[config.mk]
export PLATFORM = sky130hd
export DESIGN_NAME = wms_back
export DESIGN_NICKNAME = d
export VERILOG_FILES = /design/src/rtl/assert_macros.svh /design/src/rtl/wms_pkg.sv /design/src/rtl/wms_back.sv
export SDC_FILE = /design/constraint.sdc
export NUM_CORES = 1
export LEC_CHECK = 0
export BUFFER_PORTS_ARGS = -buffer_cell sky130_fd_sc_hd__buf_2
export CORE_MARGIN = 2
export CORE_UTILIZATION = 38
export DETAILED_ROUTE_END_ITERATION = 7
export PLACE_DENSITY = 0.55
export SLEW_MARGIN = 20
export SYNTH_ARGS = -nofsm -noshare
export SYNTH_HDL_FRONTEND = slang
export SYNTH_SLANG_ARGS = --single-unit
[constraint.sdc]
create_clock -name clk -period 23.7 [get_ports clk]
set_clock_uncertainty 0.15 [all_clocks]
set_input_delay 0 -clock clk [delete_from_list [all_inputs] [get_ports clk]]
set_output_delay 0 -clock clk [all_outputs]
set_load 0.05 [all_outputs]
[src/rtl/assert_macros.svh]
`ifndef ASSERT_MACROS_SVH
`define ASSERT_MACROS_SVH

// check a property at every rising clock edge outside reset
`define ASSERT_CLK(label, prop, msg) \
  label: assert property (@(posedge clk) disable iff (!rst_n) (prop)) else $error(msg);

// check that a condition never holds
`define ASSERT_NEVER(label, cond, msg) \
  `ASSERT_CLK(label, !(cond), msg)

`endif

[src/rtl/wms_pkg.sv]
`timescale 1ns / 1ps

package wms_pkg;

  typedef enum logic [1:0] {
    REG_FILTER_MODE  = 2'd0,
    REG_LINE_WIDTH   = 2'd1,
    REG_FRAME_HEIGHT = 2'd2
  } cfg_reg_t;

  localparam logic [1:0] MODE_MEAN    = 2'd0;
  localparam logic [1:0] MODE_SHARPEN = 2'd1;
  localparam logic [1:0] MODE_MEDIAN  = 2'd2;

  localparam int CFG_DATA_W = 13;
  localparam int QDEPTH     = 4;
  localparam int QPTR_W     = 2;
  localparam int QCNT_W     = 3;

  // 17*centre - 8 neighbours == 18*centre - sum of all nine
  localparam logic [4:0]  SHARP_CTR_MUL = 5'd18;
  // x / 9 == (x * 3641) >> 15 for x below 8192
  localparam logic [11:0] DIV9_MUL   = 12'd3641;
  localparam int          DIV9_SHIFT = 15;

  typedef struct packed {
    logic [7:0] pix;
    logic       emit;
    logic       interior;
    logic       eof;
  } cmd_t;

  typedef struct packed {
    logic [7:0] top;
    logic [7:0] mid;
    cmd_t       cmd;
  } col_item_t;

endpackage

[src/rtl/wms_back.sv]
`timescale 1ns / 1ps

module wms_back (
  input  logic               clk,
  input  logic               rst_n,
  input  logic [1:0]         filter_mode,
  input  logic               q_empty,
  input  wms_pkg::col_item_t q_head,
  output logic               q_pop,
  output logic               out_tvalid,
  input  logic               out_tready,
  output logic [7:0]         out_tdata,
  output logic               out_tlast
);
  logic [7:0] win_r [9];
  logic       v0_r, v1_r, v2_r;
  wms_pkg::cmd_t f0_r, f1_r, f2_r;
  logic advance;

  logic [11:0] sum_c, sum_r;
  logic [7:0]  ctr1_r, ctr2_r;
  logic [7:0]  lo_c [3], md_c [3], hi_c [3];
  logic [7:0]  lo_r [3], md_r [3], hi_r [3];

  logic [7:0]  med_c, med_r;
  logic [23:0] mean_prod_r;
  logic [12:0] sharp_n;
  logic        sharp_neg_c, sharp_neg_r;
  logic [24:0] sharp_prod_r;
  logic [13:0] sharp_s;

  logic [7:0] out_val_c, out_data_r;
  logic       out_valid_r, out_last_r;
  logic [8:0] mean_q;
  logic [9:0] sharp_q;

  function automatic logic [7:0] min2(input logic [7:0] a, input logic [7:0] b);
    return (a < b) ? a : b;
  endfunction

  function automatic logic [7:0] max2(input logic [7:0] a, input logic [7:0] b);
    return (a < b) ? b : a;
  endfunction

  function automatic logic [7:0] med3(input logic [7:0] a, input logic [7:0] b,
                                      input logic [7:0] c);
    return max2(min2(a, b), min2(max2(a, b), c));
  endfunction

  assign advance = !out_valid_r || out_tready;
  assign q_pop   = advance && !q_empty;

  always_comb begin
    sum_c = '0;
    for (int i = 0; i < 9; i++) sum_c = sum_c + 12'(win_r[i]);
    for (int r = 0; r < 3; r++) begin
      lo_c[r] = min2(min2(win_r[3*r], win_r[3*r+1]), win_r[3*r+2]);
      hi_c[r] = max2(max2(win_r[3*r], win_r[3*r+1]), win_r[3*r+2]);
      md_c[r] = med3(win_r[3*r], win_r[3*r+1], win_r[3*r+2]);
    end
  end

  always_comb begin
    med_c = med3(max2(max2(lo_r[0], lo_r[1]), lo_r[2]),
                 med3(md_r[0], md_r[1], md_r[2]),
                 min2(min2(hi_r[0], hi_r[1]), hi_r[2]));
    sharp_s     = 14'(ctr1_r) * 14'(wms_pkg::SHARP_CTR_MUL) - 14'(sum_r);
    sharp_neg_c = sharp_s[13];
    sharp_n     = sharp_s[12:0];
  end

  always_comb begin
    mean_q  = mean_prod_r[23:wms_pkg::DIV9_SHIFT];
    sharp_q = sharp_prod_r[24:wms_pkg::DIV9_SHIFT];
    out_val_c = ctr2_r;
    if (f2_r.interior) begin
      unique case (filter_mode)
        wms_pkg::MODE_MEAN:    out_val_c = mean_q[7:0];
        wms_pkg::MODE_SHARPEN: begin
          if (sharp_neg_r) out_val_c = 8'd0;
          else if (sharp_q > 10'd255) out_val_c = 8'd255;
          else out_val_c = sharp_q[7:0];
        end
        wms_pkg::MODE_MEDIAN:  out_val_c = med_r;
        default:               out_val_c = ctr2_r;
      endcase
    end
  end

  always_ff @(posedge clk) begin
    if (!rst_n) begin
      for (int i = 0; i < 9; i++) win_r[i] <= 8'd0;
      v0_r        <= 1'b0;
      v1_r        <= 1'b0;
      v2_r        <= 1'b0;
      out_valid_r <= 1'b0;
    end else if (advance) begin
      v0_r <= q_pop;
      if (q_pop) begin
        win_r[0] <= win_r[1];
        win_r[1] <= win_r[2];
        win_r[3] <= win_r[4];
        win_r[4] <= win_r[5];
        win_r[6] <= win_r[7];
        win_r[7] <= win_r[8];
        win_r[2] <= q_head.top;
        win_r[5] <= q_head.mid;
        win_r[8] <= q_head.cmd.pix;
      end
      v1_r        <= v0_r;
      v2_r        <= v1_r;
      out_valid_r <= v2_r && f2_r.emit;
    end
  end

  always_ff @(posedge clk) begin
    if (advance) begin
      if (q_pop) f0_r <= q_head.cmd;
      f1_r    <= f0_r;
      sum_r   <= sum_c;
      ctr1_r  <= win_r[4];
      lo_r    <= lo_c;
      md_r    <= md_c;
      hi_r    <= hi_c;
      f2_r         <= f1_r;
      ctr2_r       <= ctr1_r;
      med_r        <= med_c;
      mean_prod_r  <= 24'(sum_r) * 24'(wms_pkg::DIV9_MUL);
      sharp_neg_r  <= sharp_neg_c;
      sharp_prod_r <= 25'(sharp_n) * 25'(wms_pkg::DIV9_MUL);
      out_data_r   <= out_val_c;
      out_last_r   <= f2_r.eof;
    end
  end

  assign out_tvalid = out_valid_r;
  assign out_tdata  = out_data_r;
  assign out_tlast  = out_last_r;

endmodule

# Yosys cells after proc, flatten, opt, wreduce, memory -nomap -nowiden
# Memory sizes are Yosys's and may differ from the RTL's.
# Index checks and enable logic that the tools add are counted.
# classes
add_sub_neg,9
multipliers,3
n_div,0
order_cmp,23
n_eq_ne,2
n_shift,0
muxes,48
bitwise_logic,9
reduce_logical,7
# op_table
operator,count
8-bit 2-to-1 mux,42
8-bit less-than comparator,22
12-bit by 8-bit adder with 12-bit output,4
13-bit by 12-bit multiplier with 25-bit output (second input constant),1
8-bit one-hot mux with 3 select lines,1
12-bit by 12-bit multiplier with 23-bit output (second input constant),1
13-bit by 12-bit subtractor with 14-bit output,1
11-bit by 8-bit adder with 12-bit output,1
8-bit by 4-bit multiplier with 12-bit output (second input constant),1
10-bit by 8-bit adder with 11-bit output,1
9-bit by 8-bit adder with 10-bit output,1
10-bit by 8-bit greater-than comparator with 1-bit output (second input constant),1
8-bit by 8-bit adder with 9-bit output,1
1-bit bitwise OR,9
1-bit 2-to-1 mux,5
2-bit by 1-bit equality test with 1-bit output (second input constant),1
2-bit equality test (second input constant),1
1-bit logical AND,2
1-bit zero test,2
2-bit zero test,1
2-bit AND reduction,1
1-bit logical OR,1
# totals
register_bits,179
latchBits,0
ram_bits,72
mem_bits_ro,0
inputBits,33
output_inout_bits,11
wordCells,133
n_memories,1
# mem_list
memory,words,word_bits,read_ports,rd_clocked_by_memory_dff,wr,line_no,rtl
win_r,9,8,9,0,9,wms_back.sv:15,logic [7:0] win_r [9];

# Longest topological paths before layout
# depth
word_depth,12
ltp_mapped,55
depth_no_buf,48

# Worst setup path after synthesis
# No wires, ideal clock.
# synth_timing
kind,register -> register
start,register md_r[22] (netlist name)
end,"register med_r[3], data pin"
setup_ps,265
arrival_time_ps,9414
required_ps,23285
path_slack_ps,13871
stages_incl_launch_ff,50
n_path_buf,5
period_less_slack_ps,9829
path_cell_list,edfxtp_1 -> ha_1 -> a21o_1 -> a221oi_2 -> o21a_1 -> buf_6 -> clkbuf_1 -> mux2_2 -> ha_1 -> a21o_1 -> a21o_1 -> a221oi_2 -> o211ai_2 -> buf_6 -> mux2i_1 -> ha_1 -> and4_1 -> a21oi_1 -> [... 14 more ...] -> ha_1 -> a21oi_1 -> nor2b_1 -> o21ai_0 -> nand2_1 -> or3_1 -> a21o_1 -> o211ai_1 -> a31oi_4 -> mux2i_1 -> ha_1 -> a21o_1 -> a21oi_1 -> o21ai_0 -> a21oi_1 -> a41o_1 -> buf_6 -> mux2i_1
# synth_between
elab_chain_cells,12
elab_cells_between_ends,14
classes_between,6 x order compare; 8 x mux
# synth_rtl
item,line_no,rtl
"start, declared",wms_back.sv:23,"logic [7:0] lo_r [3], md_r [3], hi_r [3];"
"start signal, assigned",wms_back.sv:123,md_r <= md_c;
8-bit less-than comparator,"wms_back.sv:38, wms_back.sv:42",
8-bit 2-to-1 mux,wms_back.sv:42,return (a < b) ? b : a;
8-bit less-than comparator,wms_back.sv:38,return (a < b) ? a : b;
8-bit 2-to-1 mux,wms_back.sv:38,
8-bit less-than comparator,wms_back.sv:42,
8-bit 2-to-1 mux *,wms_back.sv:42,
8-bit less-than comparator,"wms_back.sv:38, wms_back.sv:42",
8-bit 2-to-1 mux,wms_back.sv:42,
8-bit less-than comparator,wms_back.sv:38,
8-bit 2-to-1 mux,wms_back.sv:38,
8-bit less-than comparator,wms_back.sv:42,
8-bit 2-to-1 mux *,wms_back.sv:42,
net med_c[3],wms_back.sv:25,"logic [7:0] med_c, med_r;"
"end signal, assigned",wms_back.sv:127,med_r <= med_c;
"end, declared",wms_back.sv:25,
# Mark *: on every way through the listed nets, which the timed path passes. The rest lies on a longest branch.
# A chain may end at the register's enable or synchronous reset.

# Worst setup path after layout
# layout_timing
start,register md_r[10] (netlist name)
end,"register med_r[2], data pin"
# The elaborated chain is that of the path after synthesis.

==> summary.txt <==
Global route
  – Initial antenna violation count: 1
  – Vias in the first global route: around 15,000
  – Overflow after GRT: 0
  – Largest net degree at the start of global routing: between 80 and 90
  – Tot GR Track Use: 0.1827
  – First-pass GRT wire length: ~81,000 um

Timing
  – Slew at the pin with the worst max-slew slack: about 1.0 ns
  – Max Freq: 0.08109 GHz
  – Final Hold Viols: 0
  – Sum of negative setup slack: 0 ns
  – Slew Limit Fails: 0
  – Max-slew headroom: 0.3023
  – Final worst slack: 11.37 ns
  – Min Tclk post-route: 12.33 ns
  – Final setup vio count: 0
  – RSZ-0062 raised after global routing: false
  – Crit share post-route: 0.5204

Layout
  – Most frequent cells in the layout: 325 x ha_1, 309 x inv_1, 217 x edfxtp_1
  – Reg area: 6596 um2
  – Most frequent standard cell in the layout excluding fill and tap cells: ha_1
  – Area Growth Syn to Fin: 11.04%
  – FILL cells: 5,065
  – Final Net Count: 2,529
  – Diode count: 0
  – Multi-input logic area: around 13,000 um2
  – Fraction of layout cells with a size suffix above 1: 0.08012

Logic synthesis
  – Syn_nets: 2,461
  – Synthesized area: 20,750 um2
  – FF+latch count, synth: 221
  – Synth unique cells: between 70 and 80
  – Sequential share of the synthesized area: 0.3178
  – Area fraction of the dominant cell type after synthesis: 0.3140
  – Post-synth EDFFs: 217
  – Avg Synthesized Cell Area: 10.46 um2
  – Area leader, netlist: edfxtp_1
  – Largest cells by area after synthesis: edfxtp_1 31%, ha_1 20%, fa_1 11%, inv_1 5.6%, mux2i_1 4.2%
  – FFs w/ async S/R, synth: 0
  – Most used DFF post-synth: edfxtp_1
  – Syn Inst Count: 1,984
  – Ys Warns: 0

Critical path
  – Max stage delay on crit path: 0.86 ns
  – CP Launch Type: flop
  – Cell mode on critical path: ha_1
  – Worst path slowest cell: o21a_1
  – CP Data Arrival Time: 12.47 ns
  – RR Startpoint: md_r[10]
  – Setup crit end kind: flop
  – Depth of the most critical reg-to-reg path: 42
  – Worst EP required: 23.84 ns
  – CP max FO: 28
  – RR Endpoint: med_r[2]
  – Worst R2R Setup Slack: 11.37 ns
  – Critical path class: reg -> reg

Detailed routing
  – First-pass DRT Iterations: 5
  – DR WL/cell: 18.16 um
  – Vias: 14,460
  – 1st-iter DRT viols: 759
  – Vias per cell: 5.223
  – Overall routed net length: 50,280 um
  – ANT nets after route: 0
  – DRC: 0

Clocking
  – Post-CTS Resized: 0
  – TritonCTS Buffers: 26
  – CTS tree: yes
  – Root Driver: clkbuf_16
  – CTS Sinks: 221
  – Deepest clock path buffer count: 3
  – Skew-Pair Late Insertion Delay: approximately 0.55 ns
  – Clock transition at the registers of the reported paths: 0.06 ns
  – CTS H-tree lvls: 1

Floorplan
  – Die height: 237.7 um
  – Core Area: 53,920 um2
  – Die area: about 57,000 um2
  – # IOs: 44
  – Starting Density: 0.3849
  – Cell Rows: 85
  – Die Span X: 237.7 um

Job
  – Max-Cap Viols: 0

Worst hold path
  – HP Start: q_head[1]
  – Hold path endpoint: f0_r[1]
  – Hold Path Class: in -> reg
  – Hold Path Stages: 2

Placed design
  – IO buf count: 43
  – Worst slack, placed: 11.47 ns
  – Placer congestion estimate: 0.9095
  – Post-detail-place hpwl: slightly above 40,000 um

Outcome
  – Outcome: completed
## Yosys cell counts (7+ instances only)
cell,number
ha_1,325
inv_1,310
edfxtp_1,217
fa_1,119
nor2_1,105
o21ai_0,101
a21oi_1,98
mux2i_1,88
nand2_1,85
and3_1,82
mux2_2,50
clkbuf_1,44
a21o_1,39
o21a_1,35
xnor2_1,29
nand3_1,19
nor2b_1,18
nand2b_1,16
nor3_1,13
xor2_1,13
o211ai_1,12
or3_1,12
a21boi_0,9
a31oi_1,9
o221ai_1,9
maj3_1,8
nand4_1,8
a2111oi_0,7
a211oi_1,7
or2_2,7
## state kept, by name, indices dropped and copies added (netlist names), 8 cells and up
signal        flops
sharp_prod_r     10
lo_r             24
sum_r            12
ctr2_r            8
win_r            72
out_tdata         8
med_r             8
ctr1_r            8
md_r             24
mean_prod_r       8
hi_r             24
## worst max-delay path by stage
stage,from,end,cells after the start
2_1_floorplan,md_r[22],med_r[3],49
3_5_place_dp,md_r[10],med_r[2],45
4_1_cts,md_r[10],med_r[2],42
3_3_place_gp,md_r[10],med_r[3],46
5_1_grt,md_r[10],med_r[6],45
6_report,md_r[10],med_r[2],42
## routing by layer
layer | wire, um | vias to the layer above | global-route usage
li1 | - | 7148 | -
met1 | 23860 | 7000 | 0.2523
met2 | 22690 | 240 | 0.2974
met3 | 1684 | 69 | 0.01951
met4 | 2041 | 0 | 0.06480
met5 | 0 | - | 0
## worst max-delay path: cells and delay by family (launching register included)
family | cells | cell delay (ns)
adder cells (fa/ha/maj) | 6 | 1.80
AO/OA/AOI/OAI | 19 | 5.68
flip-flops | 1 | 0.44
multiplexers | 6 | 1.94
buffers and inverters | 2 | 0.18
AND/OR/NAND/NOR | 9 | 1.85
## stage by stage
stage / instances / hold slack [ns] / utilization / cell area [um2]
after global placement: 2679 / 0.03106 / 0.4027 / 21710
after detailed placement: 2679 / 0.02872 / 0.4027 / 21710
after floorplan: 1984 / -0.05113 / - / 20750
after global routing: 2768 / 0.02913 / 0.4274 / 23050
after CTS: 2767 / 0.01148 / 0.4270 / 23020
final: 2768 / 0.02206 / 0.4274 / 23050
## cell families after synthesis
family,count (synthesis),share of synthesized area
AO/OA/AOI/OAI,380,0.1189
multiplexers,139,0.07029
adder cells (fa/ha/maj),452,0.3146
flip-flops,221,0.3178
buffers and inverters,362,0.06698
XOR/XNOR,42,0.01772
AND/OR/NAND/NOR,388,0.09374
## area by class of cell
type	instances	share of cell area
Multi-Input combinational cell	1401	0.5560
Clock buffer	32	0.03013
Clock inverter	16	0.009338
Inverter	310	0.05071
Sequential cell	221	0.2862
Timing Repair Buffer	92	0.02986
Tap cell	696	0.03779
## timing repair
item / CTS / global route
setup buffers: 0 / 0
hold buffers: 40 / 1
endpoints found under the hold margin: 58 / 4
Power is not shown: default switching activity piles up to over one toggle a cycle in this logic, so the estimate is an artifact.
