--- src/rtl/assert_macros.svh ---
`ifndef ASSERT_MACROS_SVH
`define ASSERT_MACROS_SVH

// check a property at every rising clock edge outside reset
`define ASSERT_CLK(label, prop, msg) \
  label: assert property (@(posedge clk) disable iff (!rst_n) (prop)) else $error(msg);

// check that a condition never holds
`define ASSERT_NEVER(label, cond, msg) \
  `ASSERT_CLK(label, !(cond), msg)

`endif

--- src/rtl/wms_pkg.sv ---
`timescale 1ns / 1ps

package wms_pkg;

  typedef enum logic [1:0] {
    REG_FILTER_MODE  = 2'd0,
    REG_LINE_WIDTH   = 2'd1,
    REG_FRAME_HEIGHT = 2'd2
  } cfg_reg_t;

  localparam logic [1:0] MODE_MEAN    = 2'd0;
  localparam logic [1:0] MODE_SHARPEN = 2'd1;
  localparam logic [1:0] MODE_MEDIAN  = 2'd2;

  localparam int CFG_DATA_W = 13;
  localparam int QDEPTH     = 4;
  localparam int QPTR_W     = 2;
  localparam int QCNT_W     = 3;

  // 17*centre - 8 neighbours == 18*centre - sum of all nine
  localparam logic [4:0]  SHARP_CTR_MUL = 5'd18;
  // x / 9 == (x * 3641) >> 15 for x below 8192
  localparam logic [11:0] DIV9_MUL   = 12'd3641;
  localparam int          DIV9_SHIFT = 15;

  typedef struct packed {
    logic [7:0] pix;
    logic       emit;
    logic       interior;
    logic       eof;
  } cmd_t;

  typedef struct packed {
    logic [7:0] top;
    logic [7:0] mid;
    cmd_t       cmd;
  } col_item_t;

endpackage

--- src/rtl/wms_queue.sv ---
`timescale 1ns / 1ps

module wms_queue (
  input  logic                         clk,
  input  logic                         rst_n,
  input  logic                         push,
  input  wms_pkg::col_item_t           push_item,
  input  logic                         pop,
  output logic                         empty,
  output wms_pkg::col_item_t           head,
  output logic [wms_pkg::QCNT_W-1:0]   count
);
  wms_pkg::col_item_t mem_r [wms_pkg::QDEPTH];
  logic [wms_pkg::QPTR_W-1:0] wr_r, rd_r;
  logic [wms_pkg::QCNT_W-1:0] cnt_r;
  logic do_pop;

  assign empty  = cnt_r == '0;
  assign count  = cnt_r;
  assign head   = mem_r[rd_r];
  assign do_pop = pop && !empty;

  always_ff @(posedge clk) begin
    if (push) mem_r[wr_r] <= push_item;
  end

  always_ff @(posedge clk) begin
    if (!rst_n) begin
      wr_r  <= '0;
      rd_r  <= '0;
      cnt_r <= '0;
    end else begin
      if (push) wr_r <= wr_r + wms_pkg::QPTR_W'(1);
      if (do_pop) rd_r <= rd_r + wms_pkg::QPTR_W'(1);
      cnt_r <= cnt_r + wms_pkg::QCNT_W'(push) - wms_pkg::QCNT_W'(do_pop);
    end
  end

endmodule

--- config.mk ---
export PLATFORM = sky130hd
export DESIGN_NAME = wms_queue
export DESIGN_NICKNAME = d
export VERILOG_FILES = /design/src/rtl/assert_macros.svh /design/src/rtl/wms_pkg.sv /design/src/rtl/wms_queue.sv
export SDC_FILE = /design/constraint.sdc
export NUM_CORES = 1
export LEC_CHECK = 0
export ABC_CLOCK_PERIOD_IN_PS = 2350
export BUFFER_PORTS_ARGS = -buffer_cell sky130_fd_sc_hd__clkbuf_2
export CELL_PAD_IN_SITES_DETAIL_PLACEMENT = 0
export CELL_PAD_IN_SITES_GLOBAL_PLACEMENT = 2
export CORE_MARGIN = 2
export CORE_UTILIZATION = 44
export CTS_CLUSTER_SIZE = 30
export DETAILED_ROUTE_END_ITERATION = 7
export PLACE_DENSITY = 0.84
export SLEW_MARGIN = 25
export SYNTH_ARGS = -nofsm -noshare
export SYNTH_HDL_FRONTEND = slang
export SYNTH_SLANG_ARGS = --single-unit
--- constraint.sdc ---
create_clock -name clk -period 2.35 [get_ports clk]
set_clock_uncertainty 0.15 [all_clocks]
set_input_delay 0.1175 -clock clk [delete_from_list [all_inputs] [get_ports clk]]
set_output_delay 0.1175 -clock clk [all_outputs]
set_load 0.02 [all_outputs]
After elaboration in Yosys (flattened, before gate mapping). Memories as Yosys holds them, arrays and structs flattened. A register that Yosys moved wholly into a read port is not among the register bits. Index checks and enable logic that the tools add are counted.

Register bits: 7. Memory bits (writable): 108. Input bits: 31. Output and inout bits: 31. Word-level logic and storage cells: 15. Memories: 1.

$add $sub $neg: 4. Multiplexer cells: 4. Reduce and logical (&&, ||, !) cells: 3.

Memory list: mem_r (depth 4, bits a word 27, rd ports 1, clocked after memory_dff 1, write ports 1, RTL line wms_queue.sv:13) `wms_pkg::col_item_t mem_r [wms_pkg::QDEPTH];`.

Operators with widths (number): $add 2x1->2 const B (2); $mux 2 (2); $add 3x1->3 (1); $logic_not 3->1 (1); $sub 3x1->3 (1); $mux 1 (2); $logic_and 1x1->1 (1); $logic_not 1->1 (1).

Logic depth before layout (Yosys ltp). Gate-level depths: netlist of the first run.

Depth after elaboration: 5. Mapped depth: 8. Gate-level depth less buffers: 8.

Least setup slack after synthesis of the first run. Ideal clock, no wire load.

Path type: register -> register. Start: reg cnt_r, in the netlist count[1]. End: reg cnt_r, in the netlist count[2]. Setup time: 0.114 ns. Data arrival time: 1.850 ns. Data required time: 2.086 ns. Setup slack: 0.236 ns. Stages on the path, launching flop included: 9. Buffers on the path: 0. Clock period less this slack: 2.114 ns. Path through: dfxtp_1 -> o31a_1 -> ha_1 -> inv_1 -> ha_1 -> inv_1 -> fa_1 -> xnor3_1 -> nor2b_1.

Longest elaborated chain between the ends: 4. Elaborated cells on any way between the ends: 5. Classes of those cells: add/sub: 2; reduce/logical: 3.

RTL lines: start: declaration (RTL line wms_queue.sv:15) `logic [wms_pkg::QCNT_W-1:0] cnt_r;`; start signal: assignment (RTL line wms_queue.sv:35) `cnt_r <= cnt_r + wms_pkg::QCNT_W'(push) - wms_pkg::QCNT_W'(do_pop);`; $logic_not 3->1 (RTL line wms_queue.sv:18) `assign empty = cnt_r == '0;`; $logic_not 1->1 (RTL line wms_queue.sv:21) `assign do_pop = pop && !empty;`; $logic_and 1x1->1 (RTL line wms_queue.sv:21); via do_pop (RTL line wms_queue.sv:16) `logic do_pop;`; $sub 3x1->3 (RTL line wms_queue.sv:35).

The timed path passes the listed nets, and every way through them passes these cells. A chain may end at the register's enable or synchronous reset.

==> impl_metrics.json, run 1 <==
{
  "maxCapViolations": 0,
  "synth_top_area_frac": 0.7357,
  "hold_viol": 0,
  "cts.htree.levels": 4,
  "dr.pass1.iters": 4,
  "dieHeight_um": 104.1,
  "postCtsSetupRepairBufs": 0,
  "routed_wl_mm": 7.471,
  "cts-root-buf": "clkbuf_8",
  "area_delta_synth_final_pct": 30.26,
  "ys_seq_area_frac": 0.7766,
  "endpoint_kind": "output port",
  "setup_violations": 0,
  "path_cells": "buf_12, mux4_1, clkbuf_2",
  "clkSlewWorstSetupHoldPaths_ns": 0.06,
  "drive_gt1_frac": 0.3831,
  "crit_required_ns": 2.08,
  "diodes": 0,
  "cp.arrival_ns": 1.88,
  "route.met3.wl_um": 261,
  "max_stage_delay_ns": 0.61,
  "vias": 2133,
  "synth_cells": 184,
  "die_area_um2": 10830,
  "synth.distinct_cells": 20,
  "vdd_drop_max_uv": 488.5,
  "synthesis.area_um2": 4408,
  "initial_utilization": 0.4531,
  "period_share": 0.9118,
  "hpwl_mm": 4.096,
  "gp_congestion": 0.6315,
  "ctsResizeCount": 0,
  "ioPinCount": 62,
  "p_leak_nw": 2.061,
  "detail_route.iter0.violations": 128,
  "grt_remaining_overflow": 0,
  "syn-num-nets": 222,
  "grt_usage": 0.1507,
  "vias_per_cell": 4.837,
  "clock.fmax_mhz": 466.7,
  "status": "finished, final reports clean",
  "io_buffers": 61,
  "die_w_um": 104.1,
  "crit_fanout": 27,
  "grt_setup_unrepaired": "no",
  "nNetsFinal": 334,
  "p_per_area_nw_per_um2": 1037,
  "grt_pass1_vias": 2283,
  "yosysWarnings": 0,
  "top_layer": "met4",
  "grt_max_degree": 28,
  "ant_nets": 0,
  "fp-row-count": 36,
  "met2WireLength_mm": 3.935,
  "clock_sinks": 117,
  "tightest_slew_ns": 0.5140,
  "crit_family": "multiplexers",
  "final_util": 0.5901,
  "routedWlPerCell_um": 16.94,
  "slowest_stage": "mux4_1",
  "hp-class": "in -> reg",
  "synth.area.top_cells": "edfxtp_1 74%, mux4_2 10%, mux4_1 4.2%, dfxtp_1 4.1%, ha_1 1.7%",
  "clock_latency_ns": 0.50,
  "n_fill_cell": 768,
  "crit_buf_inv": 2,
  "startpoint_type": "flip-flop",
  "clk_path_buf_depth": 2,
  "fin_crit_ns": 2.143,
  "synth.largest_area_cell": "edfxtp_1",
  "slew_headroom": 0.6530,
  "drv_slew": 0,
  "avgSynthCellArea_um2": 23.96,
  "path_class": "reg -> out",
  "setup_tns_ns": 0,
  "drt-met1-wl_mm": 3.231,
  "synth_seq_cells": 117,
  "grt_pass1_wl_mm": 11.99,
  "antenna_found_initial": 0,
  "cts_inserted_buffers": 17,
  "cts_tree": "yes",
  "drc": 0,
  "core_um2": 9729
}
where the power goes:
group / internal, mW / total, mW / leakage [nW] / switching (mW)
sequential: 2.41 / 2.47 / 1.07 / 0.0591
combinational: 0.530 / 1.14 / 0.737 / 0.612
clock: 1.49 / 2.34 / 0.257 / 0.854
stage by stage:
| stage | total power [mW] | instance area [um^2] | setup slack [ns] | hold slack (ns) | instances |
|---|---|---|---|---|---|
| after floorplan | 3.342 | 4408 | 0.2365 | 0.06637 | 184 |
| after global placement | 3.626 | 4880 | 0.2631 | 0.1842 | 379 |
| after detailed placement | 3.637 | 4880 | 0.2474 | 0.1898 | 379 |
| after CTS | 6.035 | 5742 | 0.1669 | 0.2044 | 441 |
| after global routing | 6.222 | 5742 | 0.1187 | 0.2058 | 441 |
| final | 5.957 | 5742 | 0.2073 | 0.2293 | 441 |
state kept, by name, summed over array words and instances, names as in the netlist, named ones only:
signal  count
mem_r     108
wr_r        2
rd_r        2
count       3
layout by cell type (no fill, tap or decap):
cell type,instances
edfxtp_1,108
clkbuf_2,61
dlygate4sd3_1,31
mux4_2,20
clkbuf_16,16
dfxtp_1,8
mux4_1,7
and2_1,6
ha_1,6
buf_4,6
inv_1,5
clkinvlp_4,5
mux2i_1,4
nor2b_1,3
clkinv_2,3
nand2_1,2
nand2b_1,2
clkinv_1,2
bufinv_16,2
o31a_1,1
nor3_1,1
xor2_1,1
o311ai_0,1
xnor3_1,1
fa_1,1
dfxtp_2,1
clkbuf_8,1
inv_6,1
clkinv_4,1
buf_12,1
layout make-up:
type | instances | area [um^2] | share of cell area
flip-flops and latches | 117 | 3425 | 0.5964
clock buffers | 17 | 414.1 | 0.07213
inverters | 5 | 18.77 | 0.003269
multi-input cells | 56 | 899.6 | 0.1567
well taps | 133 | 166.4 | 0.02898
clock inverters | 14 | 137.6 | 0.02397
repair buffers | 99 | 680.7 | 0.1185
layer usage:
| layer | up-vias | GRT usage |
|---|---|---|
| met2 | 54 | 0.2509 |
| met1 | 1078 | 0.1802 |
| li1 | 996 | - |
| met4 | 0 | 0.04633 |
| met5 | - | 0 |
| met3 | 5 | 0.06203 |
worst paths after layout:
kind / from / endpoint / slack, ns / cells past startpoint
worst max-delay path: flip-flop / head[0] / 0.21 / 3
worst min-delay path: push_item[15] / mem_r[0][15] / 0.23 / 2
worst max register to register: count[1] / count[2] / 0.25 / 8
worst min register to register: rd_r[0] / rd_r[0] / 0.36 / 2
kinds of logic after synthesis:
family / count (synthesis) / synth area share
DFF: 117 / 0.7766
muxes: 31 / 0.1530
and+or+nand+nor: 14 / 0.01845
buffers and inverters: 11 / 0.01930
adders and majority gates: 7 / 0.02157
AOI/OAI and AO/OA: 2 / 0.003975
xor gates and xnor gates: 2 / 0.007096
synthesized netlist by cell type, drive strengths merged:
library cell	instances
dfxtp	9
mux4	27
and2	6
nor2b	3
nand2b	2
nand2	2
o311ai	1
ha	6
mux2i	4
xnor3	1
inv	5
edfxtp	108
buf	6
o31a	1
xor2	1
fa	1
nor3	1
repair_timing:
item | CTS | global route
hold buffers | 31 | 0
endpoints found under the hold margin | 117 | 0
setup endpoints to repair | 0 | 0
Note: power is estimated with default switching activity, not from simulation.
==> inputs of run 2 (changes only) <==
PLACE_DENSITY = default   (was 0.84)
PLACE_DENSITY_LB_ADDON = 0.25   (was default)
==> impl_metrics.json, run 2 (synthesis gave the netlist of run 1 again) <==
{
  "cellInternalPower_mw": 4.436,
  "grt_pass1_vias": 2327,
  "place_area_um2": 4922,
  "antenna_found_initial": 0,
  "min_from": "push_item[11]",
  "pwr-share-comb": 0.192,
  "setup_violations": 0,
  "grt_usage": 0.1513,
  "hp-class": "in -> reg",
  "busiest_layer": "met2",
  "postCtsSetupRepairBufs": 0,
  "initial_utilization": 0.4531,
  "detail_route.iter0.violations": 98,
  "slew_headroom": 0.4744,
  "ioPinCount": 62,
  "routed_wl_mm": 7.306,
  "clock_sinks": 117,
  "core_um2": 9729,
  "grt_pass1_wl_mm": 12.02,
  "cts_inserted_buffers": 17,
  "tightest_slew_ns": 0.7884,
  "post-place-cells": 383,
  "die_area_um2": 10830,
  "p_sw_frac": 0.2511,
  "diodes": 0,
  "fp-row-count": 36,
  "routedWlPerCell_um": 16.45,
  "setup_tns_ns": 0,
  "ant_nets": 0,
  "grt_remaining_overflow": 0,
  "p_sw_mw": 1.487,
  "p_per_area_nw_per_um2": 1027,
  "n_fill_cell": 749,
  "multiInputGateArea_um2": 899.6,
  "clkSlewWorstSetupHoldPaths_ns": 0.06,
  "path_class": "reg -> reg",
  "largest_reg_flops": 108,
  "top_register": "mem_r",
  "p_clk_frac": 0.386,
  "clk_path_buf_depth": 2,
  "area_delta_synth_final_pct": 30.85,
  "p_leak_nw": 2.088,
  "holdWs_ns": 0.2187,
  "r2r_end": "count[0]",
  "vias": 2136,
  "gp_congestion": 0.6528,
  "r2r_start": "count[1]",
  "seq_area_um2": 3427,
  "dr.pass1.iters": 5,
  "grt_use_met2": 0.2481,
  "rrSetupSlack_ns": 0.11,
  "final_area_um2": 5768,
  "use_met1": 0.1807,
  "final_common_cell": "edfxtp_1",
  "dieHeight_um": 104.1,
  "drc": 0,
  "drv_slew": 0,
  "fin_cells": 444,
  "drive_gt1_frac": 0.3826,
  "endpoint_kind": "flip-flop",
  "met3_usage": 0.05075,
  "maxCapViolations": 0,
  "vdd_drop_max_uv": 549.6,
  "period_share": 0.9539,
  "status": "finished, final reports clean",
  "grt_max_degree": 22,
  "clock.fmax_mhz": 446.1,
  "crit_fanout": 6,
  "hpwl_mm": 4.632,
  "die_w_um": 104.1,
  "cts-root-buf": "clkbuf_8",
  "final_cell_mix": "108 x edfxtp_1, 61 x clkbuf_2, 31 x dlygate4sd3_1",
  "startpoint_type": "flip-flop",
  "worstRegToRegCells": 6,
  "cp.arrival_ns": 2.48,
  "cp-endpoint": "count[0]",
  "seqPwrFrac": 0.422,
  "cts_tree": "yes",
  "crit_required_ns": 2.59,
  "cts.htree.levels": 4,
  "grt_setup_unrepaired": "no",
  "io_buffers": 61,
  "power.total_mw": 5.923,
  "startpoint": "count[1]",
  "fin_crit_ns": 2.242,
  "vias_per_cell": 4.811,
  "hold_viol": 0,
  "nNetsFinal": 338,
  "clock_latency_ns": 0.50
}
==> run 2: worst min path at each step <==
stage          cells after the start            to
3_3_place_gp                       1   mem_r[1][1]
4_1_cts                            2  mem_r[2][11]
5_1_grt                            2  mem_r[3][12]
3_5_place_dp                       1  mem_r[2][14]
2_1_floorplan                      0   mem_r[0][0]
6_report                           2  mem_r[1][11]
==> run 2: routing by layer <==
| metal | part of all wire | routed length (um) |
|---|---|---|
| met1 | 0.43 | 3130 |
| met2 | 0.52 | 3772 |
| met3 | 0.042 | 305 |
| met4 | 0.013 | 97 |
| met5 | 0 | 0 |
==> run 2: worst max-delay path: stages, from the launching register on <==
cell	delay (ns)
dfxtp_1	0.36
o31a_1	0.37
ha_1	0.29
inv_1	0.04
ha_1	0.25
and2_1	0.13
dlygate4sd3_1	0.54
==> run 2: stage by stage <==
step	worst slack (ns)	util
6_report	0.1083	0.5929
5_1_grt	0.002631	0.5929
4_1_cts	0.04822	0.5929
3_5_place_dp	0.2250	0.5059
3_3_place_gp	0.2452	0.5059
2_1_floorplan	0.2365	-
==> run 2: power groups by stage <==
stage               Clock, mW  Sequential (mW)  Combinational (mW)
floorplan                   0             2.52               0.817
global placement            0             2.53                1.11
detailed placement          0             2.54                1.12
CTS                      2.34             2.50                1.17
global route             2.45             2.51                1.24
finish                   2.29             2.50                1.14
==> run 2: timing repair <==
| action | 4_1_cts | 5_1_grt |
|---|---|---|
| resized for setup | 1 | 0 |
| hold buffers | 31 | 0 |
| setup endpoints to repair | 1 | 0 |
| endpoints found under the hold margin | 117 | 0 |
==> run 2: final cells by class <==
class	count	area share
sequential	117	0.5941
multi-input combinational	56	0.1560
timing repair buffer	103	0.1254
clock buffer	18	0.07245
tap	133	0.02885
clock inverter	12	0.01996
inverter	5	0.003254
