[config.mk]
export PLATFORM = sky130hd
export DESIGN_NAME = wms_front
export DESIGN_NICKNAME = d
export VERILOG_FILES = /design/src/rtl/assert_macros.svh /design/src/rtl/wms_pkg.sv /design/src/rtl/wms_front.sv
export SDC_FILE = /design/constraint.sdc
export NUM_CORES = 1
export LEC_CHECK = 0
export ABC_AREA = 1
export BUFFER_PORTS_ARGS = -buffer_cell sky130_fd_sc_hd__buf_2
export CORE_MARGIN = 10
export CORE_UTILIZATION = 25
export DETAILED_ROUTE_END_ITERATION = 8
export REMOVE_ABC_BUFFERS = 1
export SETUP_SLACK_MARGIN = 0.4
export SLEW_MARGIN = 10
export SYNTH_ARGS = -nofsm -noshare
export SYNTH_HDL_FRONTEND = slang
export SYNTH_SLANG_ARGS = --single-unit
[constraint.sdc]
create_clock -name clk -period 5.9 [get_ports clk]
set_input_delay 0.885 -clock clk [delete_from_list [all_inputs] [get_ports clk]]
set_output_delay 0.885 -clock clk [all_outputs]
set_load 0.03 [all_outputs]
[src/rtl/assert_macros.svh]
`ifndef ASSERT_MACROS_SVH
`define ASSERT_MACROS_SVH

// check a property at every rising clock edge outside reset
`define ASSERT_CLK(label, prop, msg) \
  label: assert property (@(posedge clk) disable iff (!rst_n) (prop)) else $error(msg);

// check that a condition never holds
`define ASSERT_NEVER(label, cond, msg) \
  `ASSERT_CLK(label, !(cond), msg)

`endif

[src/rtl/wms_pkg.sv]
`timescale 1ns / 1ps

package wms_pkg;

  typedef enum logic [1:0] {
    REG_FILTER_MODE  = 2'd0,
    REG_LINE_WIDTH   = 2'd1,
    REG_FRAME_HEIGHT = 2'd2
  } cfg_reg_t;

  localparam logic [1:0] MODE_MEAN    = 2'd0;
  localparam logic [1:0] MODE_SHARPEN = 2'd1;
  localparam logic [1:0] MODE_MEDIAN  = 2'd2;

  localparam int CFG_DATA_W = 13;
  localparam int QDEPTH     = 4;
  localparam int QPTR_W     = 2;
  localparam int QCNT_W     = 3;

  // 17*centre - 8 neighbours == 18*centre - sum of all nine
  localparam logic [4:0]  SHARP_CTR_MUL = 5'd18;
  // x / 9 == (x * 3641) >> 15 for x below 8192
  localparam logic [11:0] DIV9_MUL   = 12'd3641;
  localparam int          DIV9_SHIFT = 15;

  typedef struct packed {
    logic [7:0] pix;
    logic       emit;
    logic       interior;
    logic       eof;
  } cmd_t;

  typedef struct packed {
    logic [7:0] top;
    logic [7:0] mid;
    cmd_t       cmd;
  } col_item_t;

endpackage

[src/rtl/wms_front.sv]
`timescale 1ns / 1ps

module wms_front #(
  parameter int MAX_LINE_WIDTH   = 1024,
  parameter int MAX_FRAME_HEIGHT = 4096
) (
  input  logic                            clk,
  input  logic                            rst_n,
  input  logic                            cfg_valid,
  output logic                            cfg_ready,
  input  logic [1:0]                      cfg_addr,
  input  logic [wms_pkg::CFG_DATA_W-1:0]  cfg_data,
  input  logic                            in_tvalid,
  output logic                            in_tready,
  input  logic [7:0]                      in_tdata,
  input  logic                            in_tuser,
  input  logic                            space_ok,
  input  logic                            lines_busy,
  output logic                            proc_valid,
  output logic [$clog2(MAX_LINE_WIDTH)-1:0] proc_idx,
  output wms_pkg::cmd_t                   proc_cmd,
  output logic [1:0]                      filter_mode
);
  localparam int CW = $clog2(MAX_LINE_WIDTH);
  localparam int WB = CW + 1;
  localparam int HB = $clog2(MAX_FRAME_HEIGHT) + 1;
  localparam int RB = HB + 1;
  localparam int OB = WB + HB;

  logic [1:0]  mode_r;
  logic [10:0] width_r;
  logic [12:0] height_r;
  logic        cfg_pend_r;
  logic [OB-1:0] total_r;
  logic [CW-1:0] col_r, col_nxt;
  logic [RB-1:0] row_r, row_nxt;
  logic [OB-1:0] oe_r, oe_nxt;

  logic [31:0] lw32, lh32, wc32, hc32;
  logic [WB-1:0] w_val;
  logic [HB-1:0] h_val;
  logic [OB-1:0] prod;
  logic fire, drain, proc, emit, interior, eof;
  logic [OB-1:0] oe_inc;

  assign cfg_ready = 1'b1;
  assign filter_mode = mode_r;

  always_comb begin
    lw32 = 32'(width_r);
    lh32 = 32'(height_r);
    if (lw32 < 32'd3) wc32 = 32'd3;
    else if (lw32 > 32'(MAX_LINE_WIDTH)) wc32 = 32'(MAX_LINE_WIDTH);
    else wc32 = lw32;
    if (lh32 < 32'd3) hc32 = 32'd3;
    else if (lh32 > 32'(MAX_FRAME_HEIGHT)) hc32 = 32'(MAX_FRAME_HEIGHT);
    else hc32 = lh32;
    w_val = wc32[WB-1:0];
    h_val = hc32[HB-1:0];
    prod  = OB'(w_val) * OB'(h_val);
  end

  assign in_tready = !cfg_pend_r && !lines_busy && space_ok;
  assign fire      = in_tvalid && in_tready;
  assign drain     = row_r >= RB'(h_val);
  assign proc      = fire && (!in_tuser || drain);
  assign emit      = (row_r >= RB'(2)) || (row_r == RB'(1) && col_r >= CW'(1));
  assign interior  = (col_r >= CW'(2)) && (WB'(col_r) <= w_val - WB'(1)) &&
                     (row_r >= RB'(2)) && (row_r <= RB'(h_val) - RB'(1));
  assign oe_inc    = oe_r + OB'(1);
  assign eof       = emit && (oe_inc >= total_r);

  always_comb begin
    col_nxt = col_r;
    row_nxt = row_r;
    oe_nxt  = oe_r;
    if (proc) begin
      if (emit) oe_nxt = oe_inc;
      if (eof) begin
        col_nxt = '0;
        row_nxt = '0;
        oe_nxt  = '0;
      end else if (WB'(col_r) + WB'(1) >= w_val) begin
        col_nxt = '0;
        row_nxt = row_r + RB'(1);
      end else begin
        col_nxt = col_r + CW'(1);
      end
    end
  end

  assign proc_valid        = proc;
  assign proc_idx          = col_r;
  assign proc_cmd.pix      = drain ? 8'd0 : in_tdata;
  assign proc_cmd.emit     = emit;
  assign proc_cmd.interior = interior;
  assign proc_cmd.eof      = eof;

  always_ff @(posedge clk) begin
    total_r <= prod;
    if (!rst_n) begin
      mode_r     <= wms_pkg::MODE_MEAN;
      width_r    <= 11'd640;
      height_r   <= 13'd480;
      cfg_pend_r <= 1'b0;
      col_r      <= '0;
      row_r      <= '0;
      oe_r       <= '0;
    end else begin
      cfg_pend_r <= cfg_valid && cfg_ready;
      if (cfg_valid && cfg_ready) begin
        unique case (cfg_addr)
          wms_pkg::REG_FILTER_MODE:  mode_r   <= cfg_data[1:0];
          wms_pkg::REG_LINE_WIDTH:   width_r  <= cfg_data[10:0];
          wms_pkg::REG_FRAME_HEIGHT: height_r <= cfg_data;
          default: ;
        endcase
      end
      col_r <= col_nxt;
      row_r <= row_nxt;
      oe_r  <= oe_nxt;
    end
  end

endmodule

Word level (Yosys, flattened, before mapping)
Index checks and enable logic that the tools add are counted.
Storage, ports and cells
  word-level logic and storage cells: 63
  register bits: 99
  output and inout bits: 26
Cells by class
  mux-type cells: 11
  equality and inequality tests: 3
  magnitude comparators: 12
  $add $sub $neg: 6
  multipliers: 1
  reductions and logical operators: 22
Operator list (number)
  $mux 24: 2
  $mux 14: 2
  $mux 13: 2
  $add 24x1->24 const B: 1
  $ge 24x24->1: 1
  $mul 11x13->24: 1
  $mux 11: 2
  $mux 10: 2
  $add 14x1->14 const B: 1
  $eq 14x1->1 const B: 1
  $ge 14x13->1: 1
  $ge 14x2->1 const B: 1
  $le 14x14->1: 1
  $sub 13x1->14 const B: 1
  $gt 13x13->1 const B: 1
  $lt 13x2->1 const B: 1
  $add 10x1->11 const B: 1
  $ge 11x11->1: 1
  $gt 11x11->1 const B: 1
  $le 10x11->1: 1
  $lt 11x2->1 const B: 1
  $sub 11x1->11 const B: 1
  $add 10x1->10 const B: 1
  $ge 10x1->1 const B: 1
  other kinds (10): 26

Longest topological paths before layout
Gate-level depths: netlist (run 1).
  depth after elaboration: 8
  mapped depth: 29
  depth with buffers taken out: 28

Least setup slack after synthesis (run 1)
No wires, ideal clock.
  kind: flip-flop to flip-flop
  start: register width_r[5]
  end: register total_r[15]
  clock period less this slack: 5.522 ns
  stages on the path, launching flop included: 29
  path buffers: 1
  path slack: 0.378 ns
  arrival: 5.402 ns
  cells stage by stage: dfxtp_1 inv_1 nand2_1 nor2_1 nand3_1 nand2_1 nand2_1 inv_1 clkbuf_1 nand2_1 fa_1 inv_1 fa_1 inv_1 fa_1 inv_1 fa_1 inv_1 fa_1 inv_1 ha_1 nand2_1 inv_1 a21oi_1 o21ai_0 a21oi_1 o21ai_0 nand2_1 nand2_1
Between the ends
  longest elaborated chain between the ends: 4
  elaborated cells on any way between the ends: 5
  classes of those cells: mul (1); order compare (2); mux (2)
RTL lines
  start: declaration: line wms_front.sv:31  | logic [10:0] width_r;
  start signal: assignment: line wms_front.sv:114  | wms_pkg::REG_LINE_WIDTH: width_r <= cfg_data[10:0];
  $gt 11x11->1: line wms_front.sv:53  | else if (lw32 > 32'(MAX_LINE_WIDTH)) wc32 = 32'(MAX_LINE_WIDTH);
  $mux 11: line wms_front.sv:53
  $mux 11 *: line wms_front.sv:52  | if (lw32 < 32'd3) wc32 = 32'd3;
  $mul 11x13->24 *: line wms_front.sv:60  | prod = OB'(w_val) * OB'(h_val);
  net prod[15]: line wms_front.sv:42  | logic [OB-1:0] prod;
  end signal: assignment: line wms_front.sv:100  | total_r <= prod;
  end: declaration: line wms_front.sv:34  | logic [OB-1:0] total_r;
The timed path passes the listed nets; every way through them passes the cells marked *.
A chain may end at the register's enable or synchronous reset.

Worst setup path after layout (run 1)
  start: register height_r[8]
  end: register total_r[20]
Between the ends
  longest elaborated chain between the ends: 4
  elaborated cells on any way between the ends: 5
  classes of those cells: mul (1); order compare (2); mux (2)
RTL lines
  start: declaration: line wms_front.sv:32  | logic [12:0] height_r;
  start signal: assignment: line wms_front.sv:115  | wms_pkg::REG_FRAME_HEIGHT: height_r <= cfg_data;
  $gt 13x13->1: line wms_front.sv:56  | else if (lh32 > 32'(MAX_FRAME_HEIGHT)) hc32 = 32'(MAX_FRAME_HEIGHT);
  $mux 13: line wms_front.sv:56
  $mux 13 *: line wms_front.sv:55  | if (lh32 < 32'd3) hc32 = 32'd3;
  $mul 11x13->24 *: line wms_front.sv:60
  net prod[20]: line wms_front.sv:42
Marks and branches as above.

==> results of run 1 <==
sequential cells by signal, indices dropped and copies added (netlist names):
register and cells:
row_r 14, total_r 24, cfg_pend_r 1, proc_idx 10, oe_r 24, height_r 13
filter_mode 2, width_r 11
synth_stat cells (3+ instances only):
| cell type | instances |
|---|---|
| sky130_fd_sc_hd__a21o_1 | 6 |
| sky130_fd_sc_hd__a21oi_1 | 100 |
| sky130_fd_sc_hd__a21oi_2 | 11 |
| sky130_fd_sc_hd__buf_1 | 3 |
| sky130_fd_sc_hd__buf_2 | 12 |
| sky130_fd_sc_hd__buf_4 | 5 |
| sky130_fd_sc_hd__clkbuf_1 | 22 |
| sky130_fd_sc_hd__clkinv_1 | 5 |
| sky130_fd_sc_hd__dfxtp_1 | 99 |
| sky130_fd_sc_hd__fa_1 | 98 |
| sky130_fd_sc_hd__ha_1 | 144 |
| sky130_fd_sc_hd__inv_1 | 323 |
| sky130_fd_sc_hd__inv_2 | 4 |
| sky130_fd_sc_hd__nand2_1 | 327 |
| sky130_fd_sc_hd__nand2_2 | 4 |
| sky130_fd_sc_hd__nand2_4 | 3 |
| sky130_fd_sc_hd__nand3_1 | 45 |
| sky130_fd_sc_hd__nand4_1 | 40 |
| sky130_fd_sc_hd__nor2_1 | 197 |
| sky130_fd_sc_hd__nor2_2 | 3 |
| sky130_fd_sc_hd__nor3_1 | 27 |
| sky130_fd_sc_hd__nor4_1 | 6 |
| sky130_fd_sc_hd__o211ai_1 | 8 |
| sky130_fd_sc_hd__o21ai_0 | 62 |
| sky130_fd_sc_hd__o21ai_1 | 8 |
| sky130_fd_sc_hd__o21bai_1 | 6 |
| sky130_fd_sc_hd__xnor2_1 | 6 |
| sky130_fd_sc_hd__xor2_1 | 63 |
through the flow:
stage | total power, W | setup slack (ns)
after global routing | 0.00268 | 0.301
after detailed placement | 0.00170 | 0.144
final | 0.00248 | 0.502
after CTS | 0.00235 | 0.400
after floorplan | 0.00144 | 0.447
after global placement | 0.00169 | 0.135
power groups by stage:
stage                     clock network, W  registers (W)  logic (W)
after global routing              0.000669       0.000759    0.00125
after floorplan                          0       0.000765   0.000678
after global placement                   0       0.000764   0.000929
after detailed placement                 0       0.000764   0.000938
final                             0.000626       0.000752    0.00110
after CTS                         0.000646       0.000750   0.000958
layer usage:
layer	wire length (microns)	part of all wire	vias up
met5	0	0	-
met4	875	0.026	0
met3	1800	0.053	58
met2	15900	0.47	276
met1	15100	0.45	5057
li1	-	-	5369
final cells by class:
| cell class | instances | share of cell area |
|---|---|---|
| clock buffers | 9 | 0.0161 |
| flip-flops and latches | 99 | 0.143 |
| multi-input cells | 1184 | 0.628 |
| clock inverters | 7 | 0.00536 |
| repair buffers | 128 | 0.0621 |
| diodes | 1 | 0.000179 |
| well taps | 607 | 0.0543 |
| inverters | 333 | 0.0908 |
cells by family (layout without fill, tap and decap cells):
group	Yosys count	after routing	synth area share
simple gates	662	663	0.237
buf+inv	378	477	0.126
fa+ha+maj	242	242	0.319
compound gates	208	208	0.0974
flops	99	99	0.168
xor+xnor	69	69	0.0513
other cells	1	3	0.000318
critical path: stages, from the launching register on:
cell and delay (ns):
sky130_fd_sc_hd__dfxtp_2 0.34, sky130_fd_sc_hd__nor4_4 0.27, sky130_fd_sc_hd__buf_4 0.19, sky130_fd_sc_hd__a21oi_4 0.09
sky130_fd_sc_hd__nor2_2 0.13, sky130_fd_sc_hd__buf_6 0.13, sky130_fd_sc_hd__buf_4 0.12, sky130_fd_sc_hd__nand2_1 0.06
sky130_fd_sc_hd__fa_1 0.49, sky130_fd_sc_hd__inv_1 0.06, sky130_fd_sc_hd__fa_1 0.50, sky130_fd_sc_hd__inv_1 0.05
sky130_fd_sc_hd__fa_1 0.47, sky130_fd_sc_hd__inv_1 0.06, sky130_fd_sc_hd__fa_1 0.52, sky130_fd_sc_hd__inv_1 0.05
sky130_fd_sc_hd__fa_1 0.52, sky130_fd_sc_hd__inv_1 0.06, sky130_fd_sc_hd__ha_4 0.23, sky130_fd_sc_hd__a21o_1 0.22
sky130_fd_sc_hd__nand3_1 0.13, sky130_fd_sc_hd__nand2_1 0.07, sky130_fd_sc_hd__a21oi_1 0.17, sky130_fd_sc_hd__nand2_2 0.10
sky130_fd_sc_hd__a21oi_2 0.14, sky130_fd_sc_hd__xor2_1 0.14
repair_timing:
action | CTS | global route
hold endpoints to repair | 0 | 0
buffers inserted | 2 | 24
hold buffers | 0 | 0
setup endpoints to repair | 12 | 12
pin swaps | 4 | 46
resized for setup | 27 | 127
cloned | 1 | 0
how the worst max path moves through the flow:
| stage | from | to | slack [ns] |
|---|---|---|---|
| finish | height_r[8] | total_r[20] | 0.50 |
| detailed placement | width_r[6] | total_r[15] | 0.14 |
| floorplan | height_r[9] | total_r[15] | 0.45 |
| CTS | width_r[5] | total_r[22] | 0.40 |
| global placement | width_r[0] | total_r[14] | 0.13 |
| global route | height_r[5] | total_r[15] | 0.30 |
==> metrics.md, run 1 <==
| Metric | Value |
|---|---|
| Run status | finished clean |
| Remaining design rule violation count | 0 |
| Leading cell types in the layout, fill and taps excluded | sky130_fd_sc_hd__nand2_1, sky130_fd_sc_hd__inv_1, sky130_fd_sc_hd__nor2_1, sky130_fd_sc_hd__ha_1, sky130_fd_sc_hd__fa_1 |
| Sequential cell fraction of total power | 0.303 |
| GR Util met1 | 0.143 |
| Classification of the worst setup path | flop to flop |
| Final period util | 0.915 |
| Area enclosed by the die boundary | 0.0562 sq mm |
| Via count | 10,800 |
| Cell Rows | 79 |
| Drt via density | 4.54 |
| Initial DRC Count | 522 |
| Element type at the critical path end | flop |
| Rel. slew slack | 0.352 |
| Clock tree from TritonCTS | yes |
| Total instance count after detailed placement | 2,324 |
| FF-to-FF path depth | 25 |
| Startpoint kind of the worst setup timing path | flop |
| Std-Cell Core Area | 0.0466 sq mm |
| Setup_tns | 0 ns |
| IO Port Bufs | 54 |
| Clock insertion delay at the later pin of the skew report | 0.38 ns |
| Worst flop-to-flop path startpoint | height_r[8] |
| Remaining antenna violation count | 0 |
| Initial standard-cell utilization of the core | 0.253 |
| Clock buffer depth | 2 |
| Gate count of the mapped netlist | 1,659 |
| Number of cells in the finished layout apart from fillers | 2,368 |
| Number of max-slew violations in the final report | 0 |
| Post-Route Utilization | 0.301 |
| Synthesized area per cell | 7.11 sq um |
| CTS Buf Count | 9 |
| Required time at the worst-slack endpoint | 6.21 ns |
| Horizontal die dimension | 237 microns |
| Leakage | 7.12 nW |
| Count of maximum capacitance violations | 0 |
| Count of filler cells inserted in the layout | 4,955 |
| Critical-path maximum fanout | 5 |
| Fraction of power consumed by the clock network | 0.253 |
| Largest clock skew in the final design | 0.0110 ns |
| Pwr Density | 177 mW/mm^2 |
| Total half-perimeter wirelength after legalization and detailed placement | 26.7 mm |
| FFs w/ async S/R, synth | 0 |
| Finish-stage setup viols | 0 |
| Max frequency | 0.185 GHz |
| Post-Route Hold Slack | 0.483 ns |
| Number of enable flip-flop cells after synthesis | 0 |
| Initial DRT Pass Iterations | 5 |
| Highest-utilization routing layer at the global route stage | met2 |
| Switching fraction of total power | 0.399 |
| Number of antenna violations at the first check in global routing | 0 |
| Cell accounting for the most synthesized area | sky130_fd_sc_hd__dfxtp_1 |
| Routed length per placed instance | 14.2 microns |
| Design Area, Final | 0.0140 sq mm |
| WP data arrival | 5.71 ns |
| Die Ht | 237 microns |
| Fraction of met3 tracks used by global routing | 0.0265 |
| Total cell area at the placement stage | 0.0129 sq mm |
| Combinational Power Share | 0.444 |
| I/O pin total | 56 |
| Yosys cell types | 44 |
| Worst Hold Launch | width_r[8] |
| Internal power of the cells | 0.00149 W |
| Total routing usage reported by global routing | 0.117 |
| RSZ-0062 raised after global routing | true |
| Final hold violation count | 0 |
| Hold crit path type | flop to flop |
| Commonest non-fill, non-tap cell in the layout | sky130_fd_sc_hd__nand2_1 |
| Top cell type's share of synthesized area | 0.168 |
| Hold Path Depth | 2 |
| Largest net degree at the start of global routing | 56 |
| Ratio of cells with drive above 1 in the final layout | 0.163 |
| Grt ovf | 0 |
| Flip-flop cell with the highest count after synthesis | sky130_fd_sc_hd__dfxtp_1 |
| Clock transition at the register clock pins on the worst setup and hold paths after CTS | 0.07 ns |
| Layout area overhead | 18.7% |
| Seq/Total Area, Yosys | 0.168 |
| Biggest area contributors in the synthesized netlist | sky130_fd_sc_hd__dfxtp_1, sky130_fd_sc_hd__fa_1, sky130_fd_sc_hd__ha_1, sky130_fd_sc_hd__nand2_1, sky130_fd_sc_hd__inv_1 |
| Slew at the pin closest to its max-slew limit | 0.970 ns |
| Clock root buffer master | sky130_fd_sc_hd__clkbuf_16 |
| Endpoint of the worst hold-timing path | width_r[8] |
| Combined area of the multi-input logic cells | 0.00879 sq mm |
| Seq. cell area | 0.00200 sq mm |
| Number of clock sinks | 99 |
| Vias in the first global route | 10,700 |
| Reg2reg end | total_r[20] |
| Flip-flop and latch count after synthesis | 99 |
| H-tree level count | 3 |
| Peak supply drop | 0.000132 V |
| Final net count | 2,027 |
| Cell area after technology mapping | 0.0118 sq mm |
| Yosys warns | 0 |
| Wire length after detailed routing | 33.7 mm |
| Wire length of the first global-routing pass | 53.8 mm |
| Final Wtd Congestion | 0.977 |
| Switch Pwr | 0.000988 W |
| Min Clock Period, post-route | 5.40 ns |
| Setup slack of the most critical reg-to-reg path | 0.50 ns |
| Global Route met2 Usage | 0.198 |
Note: power is estimated with default switching activity, not from simulation.
==> run 2: changes to the inputs <==
PLACE_DENSITY = 0.39   (was unset)
RECOVER_POWER = 25   (was unset)
==> metrics.md, run 2 (synthesis results as in run 1) <==
| Metric | Value |
|---|---|
| Finish-stage setup viols | 0 (unchanged) |
| CTS Buf Count | 9 (unchanged) |
| Slew at the pin closest to its max-slew limit | 2.71 ns (+1.74 ns) |
| Final net count | 2,040 (+0.64%) |
| Total half-perimeter wirelength after legalization and detailed placement | 29.5 mm (+11%) |
| WP data arrival | 5.69 ns (-0.02 ns) |
| Final period util | 0.919 (+0.00393) |
| Worst Setup Slack post-DPL | 0.137 ns (-0.00722 ns) |
| Peak supply drop | 0.000215 V (+63%) |
| Largest net degree at the start of global routing | 56 (unchanged) |
| Drt via density | 4.37 (-3.7%) |
| Ratio of cells with drive above 1 in the final layout | 0.168 (+0.00558) |
| Routed length per placed instance | 15.3 microns (+7.4%) |
| Post-Route Hold Slack | 0.486 ns (+0.00311 ns) |
| Total cell area at the placement stage | 0.0130 sq mm (+0.52%) |
| Clock tree from TritonCTS | yes |
| Leakage | 7.16 nW (+0.57%) |
| Clock root buffer master | sky130_fd_sc_hd__clkbuf_16 |
| Commonest non-fill, non-tap cell in the layout | sky130_fd_sc_hd__nand2_1 |
| FF-to-FF path depth | 26 (+4.0%) |
| Remaining design rule violation count | 0 (unchanged) |
| Final Wtd Congestion | 0.859 (-12%) |
| Diodes inserted | 0 (-1) |
| Run status | complete, but fails checks |
| CTS Hold Bufs | 0 (unchanged) |
| Wire length of the first global-routing pass | 57.7 mm (+7.2%) |
| Design Area, Final | 0.0141 sq mm (+1.0%) |
| Post-layout total power | 0.00256 W (+3.4%) |
| Clock insertion delay at the later pin of the skew report | 0.39 ns (about the same) |
| Hold crit path type | flop to flop |
| Wire length after detailed routing | 36.4 mm (+8.0%) |
| Std-Cell Core Area | 0.0466 sq mm (unchanged) |
| Initial standard-cell utilization of the core | 0.253 (unchanged) |
| Min Clock Period, post-route | 5.42 ns (+0.0232 ns) |
| Die Ht | 237 microns (unchanged) |
| Largest clock skew in the final design | 0.0154 ns (+0.00438 ns) |
| Area enclosed by the die boundary | 0.0562 sq mm (unchanged) |
| Grt ovf | 0 (unchanged) |
| Delay of the slowest critical-path stage | 0.54 ns (+0.02 ns) |
| Initial DRC Count | 377 (-28%) |
| Required time at the worst-slack endpoint | 6.17 ns (-0.04 ns) |
| Cell Rows | 79 (unchanged) |
| Setup_tns | 0 ns (unchanged) |
| Worst-path cell with the longest stage delay | sky130_fd_sc_hd__fa_1 |
| Count of maximum capacitance violations | 1 (+1) |
| Vias in the first global route | 10,600 (-1.2%) |
| Critical-path maximum fanout | 4 (-1) |
| Clock buffer depth | 2 (unchanged) |
| Layout area overhead | 19.9% |
| Total routing usage reported by global routing | 0.129 (+0.0119) |
| Registers with the most flip-flops | oe_r: 24 flops, total_r: 24 flops, row_r: 14 flops |
| Element type at the critical path end | flop |
| Max frequency | 0.184 GHz (-0.43%) |
| RSZ-0062 raised after global routing | false |
| H-tree level count | 3 (unchanged) |
| Top cell by count, worst path | sky130_fd_sc_hd__fa_1 |
| Number of antenna violations at the first check in global routing | 0 (unchanged) |
| Leading cell types in the layout, fill and taps excluded | sky130_fd_sc_hd__nand2_1, sky130_fd_sc_hd__inv_1, sky130_fd_sc_hd__nor2_1, sky130_fd_sc_hd__ha_1, sky130_fd_sc_hd__fa_1 |
| Via count | 10,400 (-3.3%) |
| Classification of the worst setup path | flop to flop |
| Number of max-slew violations in the final report | 56 (+56) |
| I/O pin total | 56 (unchanged) |
| Hold Path Depth | 2 (unchanged) |
| Rel. slew slack | -0.810 (-1.16) |
| Clock transition at the register clock pins on the worst setup and hold paths after CTS | 0.08 ns (about the same) |
| Pwr Density | 181 mW/mm^2 (+2.4%) |
| Initial DRT Pass Iterations | 5 (unchanged) |
| Startpoint kind of the worst setup timing path | flop |
| Horizontal die dimension | 237 microns (unchanged) |
| IO Port Bufs | 54 (unchanged) |
| Final hold violation count | 0 (unchanged) |
| Failing checks | max-capacitance violations, max-slew violations |
| Number of clock sinks | 99 (unchanged) |
| Remaining antenna violation count | 0 (unchanged) |
| Final worst setup slack | 0.479 ns (-0.0232 ns) |
==> run 2: cell types whose count changed in the layout (fill, tap and decap cells not counted), moves of 6 or more <==
cell | previous run | this run
sky130_fd_sc_hd__clkbuf_1 | 0 | 14
sky130_fd_sc_hd__buf_2 | 54 | 42
sky130_fd_sc_hd__buf_4 | 65 | 75
sky130_fd_sc_hd__inv_1 | 304 | 297
sky130_fd_sc_hd__inv_4 | 2 | 9
sky130_fd_sc_hd__nand2_4 | 7 | 13
==> run 2: worst paths after layout <==
check / from / end / slack (ns)
worst max-delay path: height_r[0] / total_r[22] / 0.48
worst min-delay path: oe_r[1] / oe_r[1] / 0.49
worst min register to register: oe_r[1] / oe_r[1] / 0.49
worst max register to register: height_r[0] / total_r[22] / 0.48
==> run 2: metrics by stage <==
| step | instances | util |
|---|---|---|
| finish | 2380 | 0.304 |
| global route | 2380 | 0.304 |
| CTS | 2352 | 0.288 |
| detailed placement | 2333 | 0.280 |
| global placement | 2333 | 0.280 |
| floorplan | 1615 | - |
==> run 2: layout make-up <==
class / count / area [sq um]
Tap cell: 607 / 759
Clock buffer: 10 / 229
Inverter: 333 / 1280
Multi-Input combinational cell: 1183 / 8850
Fill cell: 5094 / 32400
Sequential cell: 99 / 2000
Timing Repair Buffer: 142 / 957
Clock inverter: 6 / 70.1
==> run 2: timing repair <==
action,in CTS,in global routing
resized for setup,27,158
pin swaps,2,56
buffers inserted,3,28
setup endpoints to repair,12,14
==> run 2: critical path, delay by kind of cell, from the launching register on <==
family                   cells  cell delay [ns]
adder cells (fa/ha/maj)      6             2.88
AND/OR/NAND/NOR              8             0.99
buffers and inverters        8             0.56
AO/OA/AOI/OAI                3             0.40
flip-flops                   1             0.31
XOR/XNOR                     1             0.16
==> run 2: routing by layer <==
metal / track usage / wire length (microns) / vias up
met5: 0 / 0 / -
met4: 0.0369 / 742 / 0
met3: 0.0212 / 935 / 35
met2: 0.217 / 17300 / 140
met1: 0.166 / 17400 / 4839
li1: - / - / 5395
==> run 2: where the power goes <==
group / switching [W] / total, W / internal, W
logic: 0.000701 / 0.00118 / 0.000476
clock network: 0.000300 / 0.000633 / 0.000333
registers: 0.0000238 / 0.000752 / 0.000728
total: 0.00102 / 0.00256 / 0.00154
